<file path="config.mk">
export PLATFORM = sky130hd
export DESIGN_NAME = lru_key_value_cache
export DESIGN_NICKNAME = d
export VERILOG_FILES = /design/src/design/lkv_pkg.sv /design/src/design/lru_key_value_cache.sv /design/src/design/lkv_ctrl.sv /design/src/design/lkv_dp.sv
export SDC_FILE = /design/constraint.sdc
export NUM_CORES = 1
export LEC_CHECK = 0
export BUFFER_PORTS_ARGS = -buffer_cell sky130_fd_sc_hd__buf_2
export CORE_MARGIN = 2
export CORE_UTILIZATION = 28
export CTS_BUF_LIST = sky130_fd_sc_hd__clkbuf_16
export CTS_CLUSTER_DIAMETER = 50
export DETAILED_ROUTE_END_ITERATION = 16
export PLACE_DENSITY = 0.51
export SLEW_MARGIN = 20
export SYNTH_ARGS = -nofsm -noshare
export SYNTH_HDL_FRONTEND = slang
export SYNTH_SLANG_ARGS = --single-unit
</file>
<file path="constraint.sdc">
create_clock -name clk_i -period 8.76 [get_ports clk_i]
set_input_delay 2.19 -clock clk_i [delete_from_list [all_inputs] [get_ports clk_i]]
set_output_delay 2.19 -clock clk_i [all_outputs]
set_load 0.03 [all_outputs]
</file>
<file path="src/design/lkv_pkg.sv">
// Package for the LRU key-value cache.
// Holds the controller state type, command codes and the control struct.
// No dependencies.
`default_nettype none

package lkv_pkg;

  localparam int KEY_W = 32;
  localparam int VAL_W = 32;
  localparam int CAP_W = 5;
  localparam logic [CAP_W-1:0] CAP_RESET = 5'd16;

  localparam logic CMD_GET = 1'b0;
  localparam logic CMD_SET = 1'b1;

  typedef enum logic {
    ST_IDLE,
    ST_UPDATE
  } lkv_state_e;

  typedef struct packed {
    logic capture;
    logic update;
  } lkv_ctrl_t;

endpackage

`default_nettype wire

</file>
<file path="src/design/lru_key_value_cache.sv">
// An item is accepted while the block is idle; its command, key, data and key
// matches are registered in the capture/compare step. The shift/update step then
// writes the entry registers and registers the result, waiting while a held result
// blocks the output. A new item is accepted only after the update step is done.
// Reset clears the entry count (store empty), sets capacity to 16 and leaves
// the block ready at once; no clearing pass is needed.
`default_nettype none

module lru_key_value_cache
  import lkv_pkg::*;
#(
  parameter int ENTRIES = 16
) (
  input  wire logic                    clk_i,
  input  wire logic                    rst_ni,
  input  wire logic                    cfg_we_i,
  input  wire logic [CAP_W-1:0]        cfg_wdata_i,
  input  wire logic                    in_valid_i,
  output logic                         in_stall_o,
  input  wire logic                    cmd_i,
  input  wire logic signed [KEY_W-1:0] key_i,
  input  wire logic signed [VAL_W-1:0] data_in_i,
  output logic                         out_valid_o,
  input  wire logic                    out_stall_i,
  output logic                         hit_o,
  output logic signed [VAL_W-1:0]      data_out_o,
  output logic                         evicted_o
);

  lkv_ctrl_t ctrl;

  lkv_ctrl u_ctrl (
    .clk_i       (clk_i),
    .rst_ni      (rst_ni),
    .in_valid_i  (in_valid_i),
    .in_stall_o  (in_stall_o),
    .out_valid_o (out_valid_o),
    .out_stall_i (out_stall_i),
    .ctrl_o      (ctrl)
  );

  lkv_dp #(
    .ENTRIES (ENTRIES)
  ) u_dp (
    .clk_i       (clk_i),
    .rst_ni      (rst_ni),
    .ctrl_i      (ctrl),
    .cfg_we_i    (cfg_we_i),
    .cfg_wdata_i (cfg_wdata_i),
    .cmd_i       (cmd_i),
    .key_i       (key_i),
    .data_in_i   (data_in_i),
    .hit_o       (hit_o),
    .data_out_o  (data_out_o),
    .evicted_o   (evicted_o)
  );

endmodule

`default_nettype wire

</file>
<file path="src/design/lkv_ctrl.sv">
// Controller state machine of the LRU key-value cache.
// Sequences capture and update of an item and owns the output valid flag.
// Depends on lkv_pkg.
`default_nettype none

module lkv_ctrl
  import lkv_pkg::*;
(
  input  wire logic  clk_i,
  input  wire logic  rst_ni,
  input  wire logic  in_valid_i,
  output logic       in_stall_o,
  output logic       out_valid_o,
  input  wire logic  out_stall_i,
  output lkv_ctrl_t  ctrl_o
);

  lkv_state_e state_q, state_d;
  logic       out_valid_q, out_valid_d;
  logic       out_free;

  assign out_free = !out_valid_q || !out_stall_i;

  always_comb begin
    state_d = state_q;
    unique case (state_q)
      ST_IDLE: begin
        if (in_valid_i) begin
          state_d = ST_UPDATE;
        end
      end
      ST_UPDATE: begin
        if (out_free) begin
          state_d = ST_IDLE;
        end
      end
      default: state_d = ST_IDLE;
    endcase
  end

  always_comb begin
    ctrl_o.capture = 1'b0;
    ctrl_o.update  = 1'b0;
    in_stall_o     = 1'b1;
    unique case (state_q)
      ST_IDLE: begin
        in_stall_o     = 1'b0;
        ctrl_o.capture = in_valid_i;
      end
      ST_UPDATE: begin
        ctrl_o.update = out_free;
      end
      default: begin
        in_stall_o = 1'b1;
      end
    endcase
  end

  always_comb begin
    out_valid_d = out_valid_q;
    if (ctrl_o.update) begin
      out_valid_d = 1'b1;
    end else if (!out_stall_i) begin
      out_valid_d = 1'b0;
    end
  end

  always_ff @(posedge clk_i or negedge rst_ni) begin
    if (!rst_ni) begin
      state_q     <= ST_IDLE;
      out_valid_q <= 1'b0;
    end else begin
      state_q     <= state_d;
      out_valid_q <= out_valid_d;
    end
  end

  assign out_valid_o = out_valid_q;

endmodule

`default_nettype wire

</file>
<file path="src/design/lkv_dp.sv">
// Datapath of the LRU key-value cache: entries in recency order, parallel
// key compare, move-to-front and insert shifting, and the result register.
// Depends on lkv_pkg.
`default_nettype none

module lkv_dp
  import lkv_pkg::*;
#(
  parameter int ENTRIES = 16
) (
  input  wire logic                clk_i,
  input  wire logic                rst_ni,
  input  wire lkv_ctrl_t           ctrl_i,
  input  wire logic                cfg_we_i,
  input  wire logic [CAP_W-1:0]    cfg_wdata_i,
  input  wire logic                cmd_i,
  input  wire logic signed [KEY_W-1:0] key_i,
  input  wire logic signed [VAL_W-1:0] data_in_i,
  output logic                     hit_o,
  output logic signed [VAL_W-1:0]  data_out_o,
  output logic                     evicted_o
);

  localparam int CntW = $clog2(ENTRIES + 1);
  localparam int IdxW = $clog2(ENTRIES);
  localparam int CmpW = (CntW > CAP_W) ? CntW : CAP_W;
  localparam logic [CmpW-1:0] EntriesCmp = CmpW'(ENTRIES);

  logic [KEY_W-1:0] keys_q [ENTRIES];
  logic [KEY_W-1:0] keys_d [ENTRIES];
  logic [VAL_W-1:0] vals_q [ENTRIES];
  logic [VAL_W-1:0] vals_d [ENTRIES];
  logic [CntW-1:0]  count_q, count_d;
  logic [CAP_W-1:0] cap_q;

  logic             cmd_q;
  logic [KEY_W-1:0] key_q;
  logic [VAL_W-1:0] data_q;
  logic [ENTRIES-1:0] match_q, match_d;

  logic             hit;
  logic [IdxW-1:0]  pos;
  logic [VAL_W-1:0] hit_val;
  logic [CmpW-1:0]  cap_ext;
  logic [CntW-1:0]  eff_cap;
  logic             full;

  always_comb begin
    for (int i = 0; i < ENTRIES; i++) begin
      match_d[i] = (CntW'(i) < count_q) && (keys_q[i] == key_i);
    end
  end

  always_comb begin
    pos     = '0;
    hit_val = '0;
    for (int i = 0; i < ENTRIES; i++) begin
      pos     = pos | (match_q[i] ? IdxW'(i) : '0);
      hit_val = hit_val | (match_q[i] ? vals_q[i] : '0);
    end
  end

  assign hit     = |match_q;
  assign cap_ext = CmpW'(cap_q);

  always_comb begin
    if (cap_ext == '0) begin
      eff_cap = CntW'(1);
    end else if (cap_ext > EntriesCmp) begin
      eff_cap = CntW'(ENTRIES);
    end else begin
      eff_cap = CntW'(cap_ext);
    end
  end

  assign full = count_q >= eff_cap;

  always_comb begin
    keys_d  = keys_q;
    vals_d  = vals_q;
    count_d = count_q;
    if (hit) begin
      for (int i = 1; i < ENTRIES; i++) begin
        if (IdxW'(i) <= pos) begin
          keys_d[i] = keys_q[i-1];
          vals_d[i] = vals_q[i-1];
        end
      end
      keys_d[0] = key_q;
      vals_d[0] = (cmd_q == CMD_SET) ? data_q : hit_val;
    end else if (cmd_q == CMD_SET) begin
      for (int i = 1; i < ENTRIES; i++) begin
        keys_d[i] = keys_q[i-1];
        vals_d[i] = vals_q[i-1];
      end
      keys_d[0] = key_q;
      vals_d[0] = data_q;
      count_d   = full ? eff_cap : count_q + CntW'(1);
    end
  end

  always_ff @(posedge clk_i or negedge rst_ni) begin
    if (!rst_ni) begin
      count_q <= '0;
      cap_q   <= CAP_RESET;
    end else begin
      if (cfg_we_i) begin
        cap_q <= cfg_wdata_i;
      end
      if (ctrl_i.update) begin
        count_q <= count_d;
      end
    end
  end

  always_ff @(posedge clk_i) begin
    if (ctrl_i.capture) begin
      cmd_q   <= cmd_i;
      key_q   <= key_i;
      data_q  <= data_in_i;
      match_q <= match_d;
    end
    if (ctrl_i.update) begin
      keys_q     <= keys_d;
      vals_q     <= vals_d;
      hit_o      <= hit;
      data_out_o <= (hit && cmd_q == CMD_GET) ? hit_val : '0;
      evicted_o  <= !hit && cmd_q == CMD_SET && full;
    end
  end

endmodule

`default_nettype wire

</file>
==> results of run 1 <==
[critical path, delay by kind of cell]
kind / cells / cell delay, ns
compound gates: 1 / 0.57
buf+inv: 4 / 1.53
simple gates: 2 / 0.44
[cell families after synthesis]
kind of cell             synth area share [%]
flip-flops                               77.3
XOR/XNOR                                 10.0
AO/OA/AOI/OAI                            6.77
AND/OR/NAND/NOR                          3.75
buffers and inverters                    1.69
multiplexers                            0.250
adder cells (fa/ha/maj)                 0.168
[report_power, final]
group / internal [W] / total, W / switching, W / leakage [nW]
Clock: 0.00280 / 0.00498 / 0.00218 / 1.96
Combinational: 0.00104 / 0.00368 / 0.00264 / 4.19
Sequential: 0.00927 / 0.0105 / 0.00126 / 11.0
Total: 0.0131 / 0.0192 / 0.00608 / 17.1
[final cells by class]
| class | count | share of cell area (%) |
|---|---|---|
| Timing Repair Buffer | 164 | 1.96 |
| Inverter | 15 | 0.121 |
| Clock buffer | 119 | 5.78 |
| Clock inverter | 106 | 1.66 |
| Tap cell | 2072 | 5.03 |
| Multi-Input combinational cell | 1159 | 18.5 |
| Sequential cell | 1151 | 67.0 |
[flip-flops by register name (all words and copies together) (netlist names)]
register	flops
u_dp.cmd_q	1
u_dp.match_q	16
u_dp.keys_q	512
u_dp.vals_q	512
u_dp.cap_ext	5
u_dp.data_q	32
u_dp.data_out_o	32
u_ctrl.state_q	1
u_ctrl.out_valid_o	1
u_dp.hit_o	1
u_dp.evicted_o	1
u_dp.count_q	5
u_dp.key_q	32
[per-layer routing]
layer	GRT usage, %	wire (um)	up-vias
met2	25.1	60000	791
li1	-	-	10000
met1	18.9	51500	11800
met4	5.07	3990	0
met3	2.50	6350	210
met5	0	0	-
[layout by cell type (no fill, tap or decap), types with 6 or more instances in the layout]
cell type,synthesis,layout
sky130_fd_sc_hd__a22oi_1,67,67
sky130_fd_sc_hd__nand3_1,25,25
sky130_fd_sc_hd__and3_1,35,35
sky130_fd_sc_hd__dfrtp_1,11,11
sky130_fd_sc_hd__nand2_1,17,16
sky130_fd_sc_hd__a22o_1,96,96
sky130_fd_sc_hd__buf_2,35,110
sky130_fd_sc_hd__inv_1,14,35
sky130_fd_sc_hd__clkinv_1,0,31
sky130_fd_sc_hd__clkinv_2,0,23
sky130_fd_sc_hd__edfxtp_1,1139,1139
sky130_fd_sc_hd__a221oi_1,96,96
sky130_fd_sc_hd__nor3_1,12,12
sky130_fd_sc_hd__o21ai_1,4,6
sky130_fd_sc_hd__nand4_1,48,48
sky130_fd_sc_hd__clkbuf_16,0,119
sky130_fd_sc_hd__buf_4,9,51
sky130_fd_sc_hd__ha_1,6,6
sky130_fd_sc_hd__xnor2_1,149,149
sky130_fd_sc_hd__a31oi_2,28,28
sky130_fd_sc_hd__bufinv_16,0,11
sky130_fd_sc_hd__a31oi_1,7,6
sky130_fd_sc_hd__xor2_1,363,363
sky130_fd_sc_hd__a21oi_4,0,8
sky130_fd_sc_hd__nor4_1,99,99
sky130_fd_sc_hd__a21o_1,33,33
sky130_fd_sc_hd__nor2_1,15,13
sky130_fd_sc_hd__inv_6,0,6
[through the flow]
step	std cells	setup slack, ns	util [%]
6_report	4786	4.37	32.5
5_1_grt	4786	4.18	32.5
4_1_cts	4785	4.35	32.5
3_5_place_dp	4560	3.54	30.1
3_3_place_gp	4559	3.60	30.1
2_1_floorplan	2463	0.266	-
[worst paths after layout]
path	startpoint	endpoint	cells after the start
hold / removal	u_dp.key_q[29]$_DFFE_PP_	u_dp.keys_q[509]$_DFFE_PP_	0
max in group asynchronous	rst_ni	u_dp.cap_ext[4]$_DFFE_PN1P_	1
setup reg to reg	u_dp.match_q[4]$_DFFE_PP_	u_dp.vals_q[499]$_DFFE_PP_	8
setup / recovery	out_stall_i	u_dp.vals_q[245]$_DFFE_PP_	7
hold reg to reg	u_dp.key_q[29]$_DFFE_PP_	u_dp.keys_q[509]$_DFFE_PP_	0
min in group asynchronous	rst_ni	u_dp.count_q[2]$_DFFE_PN0P_	1
==> Implementation_results.wiki, run 1 <==
{| class="wikitable"
! Metric !! Value
|-
| Worst-case headroom to the max-slew limit || 24.8%
|-
| Effective utilization at floorplan || 28.2%
|-
| Number of vias per cell || 4.78
|-
| Vias in the first global route || 24,000
|-
| Via count || 22,900
|-
| Register-to-register setup slack || 4.53 ns
|-
| Clock-pin slew of the registers on the worst-case setup and hold paths || 0.06 ns
|-
| Critical Path Slowest Stage Cell || sky130_fd_sc_hd__clkinv_2
|-
| Worst Max-Slew Pin Slew || 1.13 ns
|-
| Count of cell types in the netlist || 51
|-
| X dimension of the die || around 400 um
|-
| Register area || 34,500 um^2
|-
| Cell type with the highest occurrence count on the critical path || sky130_fd_sc_hd__nand2_1
|-
| Kind of end point of the critical path || flip-flop
|-
| Most instantiated library cell after synthesis || sky130_fd_sc_hd__edfxtp_1
|-
| Final slew viol count || 0
|-
| DPL Wire Length || 74,400 um
|-
| Startpoint Class || input port
|-
| DRC marker count from the first detailed-route iteration || 2,193
|-
| ANT nets after route || 0
|-
| List of cells traversed by the critical path || buf_2 -> nand2_1 -> nand2_1 -> inv_2 -> o21ai_1 -> clkinv_2 -> buf_4
|-
| Worst vdd ir || 0.241 mV
|-
| Fillers || 15,200
|-
| Highest cell delay on the worst timing path || 0.79 ns
|-
| Syn_nets || 2,544
|-
| Combined area of the multi-input logic cells || between 9000 and 10,000 um^2
|-
| Most area-consuming cells after synthesis || sky130_fd_sc_hd__edfxtp_1 (77%), sky130_fd_sc_hd__xor2_1 (7.1%), sky130_fd_sc_hd__xnor2_1 (2.9%)
|-
| Sequential area share after synthesis || between 70 and 80%
|-
| CTS buffer count || 118
|-
| Pin count of the biggest net entering global routing || 65
|-
| Final setup violating endpoints || 0
|-
| Number of flops mapped to enable cells by yosys || 1,139
|-
| Number of input and output port buffers inserted || 110
|-
| Final Net Count || 2,690
|-
| Area inside the core boundary || 158,000 um^2
|-
| TritonRoute pass-1 iters || 5
|-
| Most area-hungry cell type in the Yosys netlist || sky130_fd_sc_hd__edfxtp_1
|-
| Primary flip-flop cell chosen by synthesis mapping || sky130_fd_sc_hd__edfxtp_1
|-
| Final wirelength || between 100,000 and 150,000 um
|-
| Count of inserted antenna diode cells || 0
|-
| Power, Total || about 0.019 W
|-
| Leakage component of the power || 17.1 nW
|-
| FP Rows || roughly 150
|-
| Maximum operating frequency || 228 MHz
|-
| Final weighted congestion of routability-driven global placement || between 0.8 and 0.9
|-
| Period Utilization, post-route || 50.1%
|-
| Clock tree from TritonCTS || done
|-
| Largest buffer count on any clock path || 3
|-
| Leading cell types by count after synthesis || sky130_fd_sc_hd__edfxtp_1 (1,139), sky130_fd_sc_hd__xor2_1 (363), sky130_fd_sc_hd__xnor2_1 (149), sky130_fd_sc_hd__nor4_1 (99)
|-
| Area growth from synthesis to layout || 15.4%
|-
| Later-pin clock latency in the skew report || 0.75 ns
|-
| GRT Util Overall || between 10% and 20%
|-
| Count of clock tree sinks || 1,151
|-
| Post-synthesis register bit count || roughly 1,200
|-
| I/O pin total || 111
|-
| Clock root cell || sky130_fd_sc_hd__clkbuf_16
|-
| Fin area || a little over 50,000 um^2
|-
| Hold_buf cts || 0
|-
| Period minus WS final || 4.39 ns
|-
| Worst hold-check slack || approximately 0.41 ns
|-
| Setup bufs post-CTS || 0
|-
| Cell area after placement || about 48,000 um^2
|-
| Yosys warns || 0
|-
| Number of max-cap violations || 0
|-
| Cell count after synthesis || 2,463
|-
| Endpoint arrival time on the critical path || 4.79 ns
|-
| Average wire length per cell after detail routing || ~25 um
|-
| Global-route wire length before repair || 172,000 um
|-
| Synthesized area per cell || 18.1 um^2
|-
| Setup clock skew after layout || ~0.058 ns
|-
| Total negative setup slack || 0 ns
|-
| Result of the run || finished clean
|-
| Deepest level of the CTS H-tree || 3
|-
| Leftover overflow at the end of global routing || 0
|-
| Fraction of layout cells with a size suffix above 1 || 14.7%
|-
| Required time of the worst setup path || just over 9 ns
|-
| Critical Path Fanout Max || 33
|-
| Class of the worst hold path || reg -> reg
|-
| Total Die Area || 163,000 um^2
|-
| Final-report hold violation count || 0
|-
| Class of the most critical setup path || in -> reg
|-
| Number of instances resized during post-cts repair || 0
|-
| Vertical extent of the die || 403 um
|-
| Areal power density over the cells || 373 nW/um^2
|-
| Yosys top cell area share || 76.7%
|-
| Number of antenna violations at the first check in global routing || 3
|-
| Fraction of synthesis flops using an asynchronous set or reset pin || 1.04%
|-
| Unrepaired setup endpoints after global routing || false
|-
| Post-Syn Area || around 45,000 um^2
|-
| Remaining design rule violation count || 0
|}
Power figures use the tool's default switching activity.
==> run 2: changes to the inputs <==
--- a/config.mk
+++ b/config.mk
@@ -5,13 +5,14 @@
 export SDC_FILE = /design/constraint.sdc
 export NUM_CORES = 1
 export LEC_CHECK = 0
+export ABC_AREA = 1
 export BUFFER_PORTS_ARGS = -buffer_cell sky130_fd_sc_hd__buf_2
 export CORE_MARGIN = 2
 export CORE_UTILIZATION = 28
 export CTS_BUF_LIST = sky130_fd_sc_hd__clkbuf_16
 export CTS_CLUSTER_DIAMETER = 50
 export DETAILED_ROUTE_END_ITERATION = 16
-export PLACE_DENSITY = 0.51
+export PLACE_DENSITY = 0.52
 export SLEW_MARGIN = 20
 export SYNTH_ARGS = -nofsm -noshare
 export SYNTH_HDL_FRONTEND = slang
==> constraint.sdc (replaced) <==
create_clock -name clk_i -period 3.6 [get_ports clk_i]
set_input_delay 0.9 -clock clk_i [delete_from_list [all_inputs] [get_ports clk_i]]
set_output_delay 0.9 -clock clk_i [all_outputs]
set_load 0.03 [all_outputs]
==> Implementation_results.wiki, run 2 <==
{| class="wikitable"
! Metric !! Value
|-
| Clock-pin slew of the registers on the worst-case setup and hold paths || 0.06 ns
|-
| Critical Path Fanout Max || between 60 and 70
|-
| Unrepaired setup endpoints after global routing || false
|-
| Via count || 30,600
|-
| Setup bufs post-CTS || 0
|-
| Number of input and output port buffers inserted || 110
|-
| GRT Util Overall || 16.6%
|-
| Fin worst setup slack || between 0.8 and 0.9 ns
|-
| I/O pin total || 111
|-
| Worst-case headroom to the max-slew limit || 38.9%
|-
| Yosys top cell area share || a little under three quarters
|-
| Cell count after synthesis || 4,080
|-
| Fraction of synthesis flops using an asynchronous set or reset pin || 1.04%
|-
| Deepest level of the CTS H-tree || 4
|-
| Number of max-cap violations || 0
|-
| Number of flops mapped to enable cells by yosys || 1,139
|-
| Most area-hungry cell type in the Yosys netlist || sky130_fd_sc_hd__edfxtp_1
|-
| Area growth from synthesis to layout || 17.2%
|-
| Effective utilization at floorplan || 28.2%
|-
| Final-report hold violation count || 0
|-
| Class of the most critical setup path || reg -> reg
|-
| Later-pin clock latency in the skew report || 0.78 ns
|-
| X dimension of the die || 417 um
|-
| Required time of the worst setup path || 3.98 ns
|-
| Largest buffer count on any clock path || 3
|-
| Most common library cell in the layout ignoring fill and taps || sky130_fd_sc_hd__nand2_1
|-
| Syn_nets || between 4,000 and 5,000
|-
| Fillers || 16,900
|-
| Period Utilization, post-route || between 70% and 80%
|-
| Leading cell types by count after synthesis || sky130_fd_sc_hd__nand2_1 (1,456), sky130_fd_sc_hd__edfxtp_1 (1,139), sky130_fd_sc_hd__nor2_1 (385), sky130_fd_sc_hd__inv_1 (297), sky130_fd_sc_hd__o21ai_0 (174)
|-
| Final slew viol count || 0
|-
| Fraction of layout cells with a size suffix above 1 || around 11%
|-
| Setup clock skew after layout || 0.0444 ns
|-
| Dpl cells || 6,353
|-
| FP Rows || 151
|-
| Most area-consuming cells after synthesis || sky130_fd_sc_hd__edfxtp_1 (72%), sky130_fd_sc_hd__nand2_1 (11%), sky130_fd_sc_hd__nor2_1 (3.0%)
|-
| Number of vias per cell || 4.63
|-
| Largest registers in the final layout || u_dp.keys_q x512, u_dp.vals_q x512
|-
| Count of clock tree sinks || 1,151
|-
| Global-route wire length before repair || 208,000 um
|-
| Result of the run || finished clean
|-
| Final weighted congestion of routability-driven global placement || approximately 0.93
|-
| Synthesized area per cell || 11.7 um^2
|-
| Pin count of the biggest net entering global routing || 65
|-
| Sequential area share after synthesis || ~72%
|-
| Worst Max-Slew Pin Slew || between 0.9 and 1 ns
|-
| Final non-filler cell total || about 6,600
|-
| Final setup violating endpoints || 0
|-
| Remaining design rule violation count || 0
|-
| Area inside the core boundary || 169,000 um^2
|-
| Worst vdd ir || 0.654 mV
|-
| Leakage component of the power || 21.4 nW
|-
| Vias in the first global route || ~30,000
|-
| Fin area || 55,900 um^2
|-
| Areal power density over the cells || 897 nW/um^2
|-
| Vertical extent of the die || around 420 um
|-
| Count of cell types in the netlist || 37
|-
| TritonRoute pass-1 iters || 6
|-
| Clock tree from TritonCTS || done
|-
| Average wire length per cell after detail routing || 22.2 um
|-
| End-of-flow core utilization || 33.0%
|-
| Top library cells by usage in the layout, fill and taps aside || sky130_fd_sc_hd__nand2_1 (1,451), sky130_fd_sc_hd__edfxtp_1 (1,139), sky130_fd_sc_hd__nor2_1 (380)
|-
| CTS buffer count || roughly 140
|-
| Post-synthesis register bit count || 1,151
|-
| Startpoint Class || flip-flop
|-
| Post-Place Setup Slack || 0.373 ns
|-
| DPL Wire Length || 96,300 um
|-
| Endpoint arrival time on the critical path || 3.17 ns
|-
| Kind of end point of the critical path || flip-flop
|-
| Class of the worst hold path || in -> reg
|-
| Final wirelength || about 150,000 um
|-
| Total Die Area || 174,000 um^2
|-
| DRC marker count from the first detailed-route iteration || 2,842
|-
| Maximum operating frequency || about 360 MHz
|-
| Yosys warns || 0
|-
| Primary flip-flop cell chosen by synthesis mapping || sky130_fd_sc_hd__edfxtp_1
|-
| Final Net Count || 4,358
|-
| Cell area after placement || 51,200 um^2
|-
| ANT nets after route || 0
|-
| Number of antenna violations at the first check in global routing || 6
|-
| Post-Syn Area || approximately 48,000 um^2
|-
| Most instantiated library cell after synthesis || sky130_fd_sc_hd__nand2_1
|-
| Period minus WS final || 2.79 ns
|-
| Leftover overflow at the end of global routing || 0
|-
| Clock root cell || sky130_fd_sc_hd__clkbuf_16
|}
[run 2: cell types whose count changed after synthesis, sizes merged, moves of 36 or more]
| cell | previous run | this run |
|---|---|---|
| buf | 79 | 126 |
| nand4 | 48 | 95 |
| o21ai | 12 | 191 |
| nor4 | 105 | 0 |
| xor2 | 363 | 98 |
| and3 | 36 | 0 |
| nor2 | 15 | 397 |
| clkbuf | 59 | 16 |
| nand2 | 17 | 1464 |
| a22oi | 67 | 0 |
| inv | 15 | 305 |
| a22o | 96 | 0 |
| a221oi | 96 | 0 |
[run 2: cell families (layout without fill, tap and decap cells)]
kind of cell / after synthesis / count (layout) / share of synthesized area [%]
buffers and inverters: 450 / 754 / 4.04
DFF: 1151 / 1151 / 72.3
adders and majority gates: 6 / 6 / 0.157
and+or+nand+nor: 2050 / 2050 / 17.3
other: 0 / 1 / 0
AOI/OAI and AO/OA: 209 / 209 / 2.27
xor gates and xnor gates: 213 / 213 / 3.91
muxes: 1 / 1 / 0.0236
[run 2: path summary, 6_finish.rpt]
check	slack, ns	to	startpoint	cells after the start
worst max-delay path	0.81	u_dp.keys_q[274]$_DFFE_PP_	u_dp.match_q[9]$_DFFE_PP_	8
worst min-delay path	0.30	u_dp.data_q[28]$_DFFE_PP_	data_in_i[28]	1
worst max register to register	0.81	u_dp.keys_q[274]$_DFFE_PP_	u_dp.match_q[9]$_DFFE_PP_	8
worst min register to register	0.41	u_dp.keys_q[501]$_DFFE_PP_	u_dp.key_q[21]$_DFFE_PP_	0
max in group asynchronous	2.74	u_dp.cap_ext[4]$_DFFE_PN1P_	rst_ni	2
min in group asynchronous	0.57	u_ctrl.out_valid_o$_DFFE_PN0P_	rst_ni	2
[run 2: through the flow]
stage | setup TNS (ns) | total power [W] | hold WS (ns)
4_1_cts | 0 | 0.0505 | 0.248
5_1_grt | 0 | 0.0524 | 0.271
3_3_place_gp | 0 | 0.0360 | 0.401
6_report | 0 | 0.0501 | 0.298
3_5_place_dp | 0 | 0.0362 | 0.405
2_1_floorplan | -193.07 | 0.0308 | 0.400
[run 2: final cells by class]
| class | instances | area, um^2 | area share, % |
|---|---|---|---|
| Sequential cell | 1151 | 34500 | 61.7 |
| Tap cell | 2218 | 2780 | 4.96 |
| Clock inverter | 107 | 1140 | 2.04 |
| Multi-Input combinational cell | 2479 | 11400 | 20.4 |
| Inverter | 308 | 1170 | 2.09 |
| Antenna cell | 1 | 2.50 | 0.00448 |
| Timing Repair Buffer | 198 | 1360 | 2.44 |
| Clock buffer | 141 | 3530 | 6.31 |
[run 2: repair_timing]
item                                   CTS  global route
endpoints found under the hold margin   11             0
hold buffers                             1             0
resized for setup                        0             0
[run 2: report_power, final]
part | total, W | switching (W) | internal (W)
Combinational | 0.0102 | 0.00759 | 0.00265
Clock | 0.0142 | 0.00588 | 0.00832
Sequential | 0.0257 | 0.00317 | 0.0225
Total | 0.0501 | 0.0166 | 0.0335
[run 2: worst max-delay path, stage by stage, from the launching register on]
cell and delay, ns:
sky130_fd_sc_hd__edfxtp_1 0.41, sky130_fd_sc_hd__buf_4 0.59, sky130_fd_sc_hd__nor2_1 0.10, sky130_fd_sc_hd__nand2_1 0.09, sky130_fd_sc_hd__nor2_1 0.06, sky130_fd_sc_hd__a21oi_1 0.31
sky130_fd_sc_hd__nand2_1 0.17, sky130_fd_sc_hd__a21oi_4 0.17, sky130_fd_sc_hd__buf_12 0.43
[run 2: per-layer routing]
metal / global-route usage, % / part of all wire [%]
met5: 0 / 0
met1: 21.7 / 42
met2: 27.9 / 48
met3: 2.48 / 6.2
met4: 6.20 / 3.4
